**config.mk**
```make
export PLATFORM = sky130hd
export DESIGN_NAME = salc_ram
export DESIGN_NICKNAME = d
export VERILOG_FILES = /design/src/rtl/core/salc_ram.sv
export SDC_FILE = /design/constraint.sdc
export NUM_CORES = 1
export LEC_CHECK = 0
export CAP_MARGIN = 30
export CORE_ASPECT_RATIO = 1.2
export CORE_MARGIN = 5
export CORE_UTILIZATION = 45
export CTS_CLUSTER_SIZE = 20
export DETAILED_ROUTE_END_ITERATION = 12
export DONT_BUFFER_PORTS = 1
export PLACE_DENSITY = 0.68
export SETUP_SLACK_MARGIN = 0.1
export SLEW_MARGIN = 5
export SYNTH_ARGS = -nofsm -noshare
export SYNTH_HDL_FRONTEND = slang
export SYNTH_SLANG_ARGS = --single-unit
```
**constraint.sdc**
```tcl
create_clock -name i_clk -period 2.8 [get_ports i_clk]
set_clock_uncertainty 0.15 [all_clocks]
set_input_delay 0.7 -clock i_clk [delete_from_list [all_inputs] [get_ports i_clk]]
set_output_delay 0.7 -clock i_clk [all_outputs]
set_load 0.02 [all_outputs]
```
**src/rtl/core/salc_ram.sv**
```systemverilog
// ----------------------------------------------------------------------------
// salc_ram: single-port-write, single-port-read RAM
// One write and one registered read per cycle; no reset on contents.
// ----------------------------------------------------------------------------
module salc_ram #(
    parameter int WIDTH  = 8,
    parameter int ADDR_W = 4
) (
    input  logic              i_clk,
    input  logic              i_we,
    input  logic [ADDR_W-1:0] i_waddr,
    input  logic [WIDTH-1:0]  i_wdata,
    input  logic              i_re,
    input  logic [ADDR_W-1:0] i_raddr,
    output logic [WIDTH-1:0]  o_rdata
);

    localparam int DEPTH = 2 ** ADDR_W;

    logic [WIDTH-1:0] r_mem [DEPTH];
    logic [WIDTH-1:0] r_rdata;

    always_ff @(posedge i_clk) begin
        if (i_we) begin
            r_mem[i_waddr] <= i_wdata;
        end
    end

    always_ff @(posedge i_clk) begin
        if (i_re) begin
            r_rdata <= r_mem[i_raddr];
        end
    end

    assign o_rdata = r_rdata;

endmodule

```
==> results.md <==
* CTS Buffer Depth at 2
* Synth Register Bits at 136
* Post-CTS Hold Buffers at 0
* Largest net degree at the start of global routing at 33
* Dpl hpwl at 6.20 mm
* Pre-antenna DRT Iters at 5
* Setup tns final at 0 ps
* Sequential fraction of the synthesis area at 78.1%
* Vias per std cell at 5.50
* Port Buffers at 0
* Tot GR Track Use at 15.7%
* Total chip power at 4.79 mW
* Worst Path Arrival at 940 ps
* RSZ-0062 raised after global routing: false
* WS Path Type: reg -> out
* Fmax at 0.560 GHz
* Critical Path Source: o_rdata[4]
* Core Box Area at 0.0115 mm2
* Grt peak-use layer: met2
* Initial DRC Count at 182
* Final worst path period share at 63.8%
* CP required at 1950 ps
* R2R Setup Slk at 1110 ps
* Logic pwr share at 2.6%
* Area leader, netlist: edfxtp_1
* Pleak at 1.98 nW
* Cell Rows at 43
* M1 GR Usage at 20.1%
* MaxCap Viol Count at 0
* CTS tree: built
* Final Max Slew Viols at 0
* First-pass GRT wire length at 14.8 mm
* Share of the synthesized area in the top cell type at 78.1%
* Area contributors post-synth: edfxtp_1, mux4_2, mux4_1
* Initial Utilization at 45.6%
* Non-filler cells, final at 422
* Crit path capture: o_rdata[4]
* Sequential Power Share at 48.5%
* H-tree depth at 4
* Met2 usage at 24.7%
* Post_cts resized at 0
* Syn_nets at 248
* Synth warn at 0
* Initial antenna violation count at 0
* DP Cell Count at 390
* CTS buffer count at 17
* Routed vias at 2322
* Fin crit period at 1790 ps
* Met3 usage at 5.89%
* Final hold violation count at 0
* Diodes inserted at 0
* Root Driver: clkbuf_16
* Layout area overhead at 16.2%
* Worst-Margin Slew at 782 ps
* Die H at 128 um
* Status: complete, no violations
* Detailed-route DRC error count at 0
* Syn Area/Cell at 22.8 um2
* Clk sinks at 136
* Antenna Nets Post-Route at 0
* Final setup viols at 0
* Fin nets at 271
* Startpoint Class: flop
* Netlist cell types at 18
* Clock power share at 48.9%
* Die X-Extent at 108 um
* GPL Wtd Cong at 0.788
* Grt ovf at 0
* R2r endpoint: o_rdata[2]
* CP max FO at 1
* CP endpoint kind: primary output
* Max IR drop VDD at 0.435 mV
* Internal cell power at 3.93 mW
* Worst path depth at 0
* Vias in the first global route at 2408
* Sw Pwr at 0.862 mW
* Post-CTS Setup Inserts at 0
* Reg2Reg Launch Point: r_mem[1][2]
* Num ports at 27
* Slew headroom at 47.7%
* Pwr/cell area at 789 mW/mm2
* Routed length per instance at 23.5 um
* Share of cells above drive strength 1 at 23.8%
* Worst R2R Path Depth at 3
* Switch share at 18.0%
* Reg clk slew, reported paths at 60 ps
* Worst min path class: in -> reg
* Syn Inst Count at 229
* Synthesized area at 0.00523 mm2
* Drt total wl at 9.91 mm
* Skew-Pair Late Insertion Delay at 410 ps
* Die area at 0.0139 mm2
## kinds of logic after synthesis
group,after synthesis,share of synthesized area (%)
DFF,136,78.1
and+or+nand+nor,35,3.14
muxes,32,14.8
AOI/OAI and AO/OA,16,2.30
buffers and inverters,10,1.65
## cells in the final DEF (no fill, tap or decap), types with 4 or more instances in the layout
| cell type | n |
|---|---|
| nand2_1 | 9 |
| mux4_2 | 18 |
| edfxtp_1 | 136 |
| nor2_1 | 13 |
| clkinv_2 | 4 |
| nor3_1 | 4 |
| a22oi_1 | 16 |
| bufinv_16 | 5 |
| clkbuf_16 | 17 |
| mux4_1 | 14 |
| clkinvlp_4 | 4 |
| buf_4 | 14 |
## worst reg2reg max path: stages, from the launching register on
cell and delay, ps:
edfxtp_1 340, mux4_1 540, a22oi_1 290, nand2_1 110
## state kept, by name (all words and copies together) (netlist names)
register and flops:
o_rdata 8, r_mem 128
## how the worst min path moves through the flow
stage / from / endpoint / slack, ps / cells after the start
floorplan: r_mem[7][0] / o_rdata[0] / 550 / 3
global placement: r_mem[8][5] / o_rdata[5] / 590 / 3
detailed placement: r_mem[0][1] / o_rdata[1] / 600 / 3
CTS: i_wdata[6] / r_mem[6][6] / 220 / 0
global route: i_wdata[1] / r_mem[9][1] / 210 / 0
finish: i_wdata[6] / r_mem[6][6] / 240 / 0
## stage by stage
stage / instance area (um2) / utilization [%] / setup slack [ps] / hold WS (ps)
floorplan: 5230 / - / 457 / 555
global placement: 5440 / 47.5 / 705 / 585
detailed placement: 5440 / 47.5 / 713 / 602
CTS: 6080 / 53.0 / 1000 / 223
global route: 6080 / 53.0 / 985 / 213
finish: 6080 / 53.0 / 1010 / 239
## per-layer routing
layer | vias up | part of all wire, % | wire (um)
met4 | 0 | 1.1 | 108
met5 | - | 0 | 0
met3 | 9 | 8.1 | 801
met1 | 1202 | 40 | 3980
met2 | 85 | 51 | 5020
li1 | 1026 | - | -
## cells in the mapped netlist (all sizes together)
library cell     n
nand3            1
or3b             1
and2             1
mux4            32
nor2            13
and2b            1
edfxtp         136
nor2b            1
nor3             4
clkdlybuf4s25    3
nand2b           2
nand3b           2
a22oi           16
nand2            9
buf              7
## power groups by stage
| stage | Sequential, mW | Clock, mW | Combinational (mW) |
|---|---|---|---|
| 3_3_place_gp | 2.36 | 0 | 0.125 |
| 4_1_cts | 2.32 | 2.37 | 0.128 |
| 6_report | 2.32 | 2.34 | 0.126 |
| 3_5_place_dp | 2.37 | 0 | 0.127 |
| 5_1_grt | 2.33 | 2.48 | 0.135 |
| 2_1_floorplan | 2.36 | 0 | 0.116 |
## cell type report
cell class	instances	area (um2)
clock buffers	17	425
clock inverters	15	208
well taps	157	196
fillers	861	5380
repair buffers	14	105
multi-input cells	83	1060
flip-flops and latches	136	4080
(Power assumes the default switching activity.)
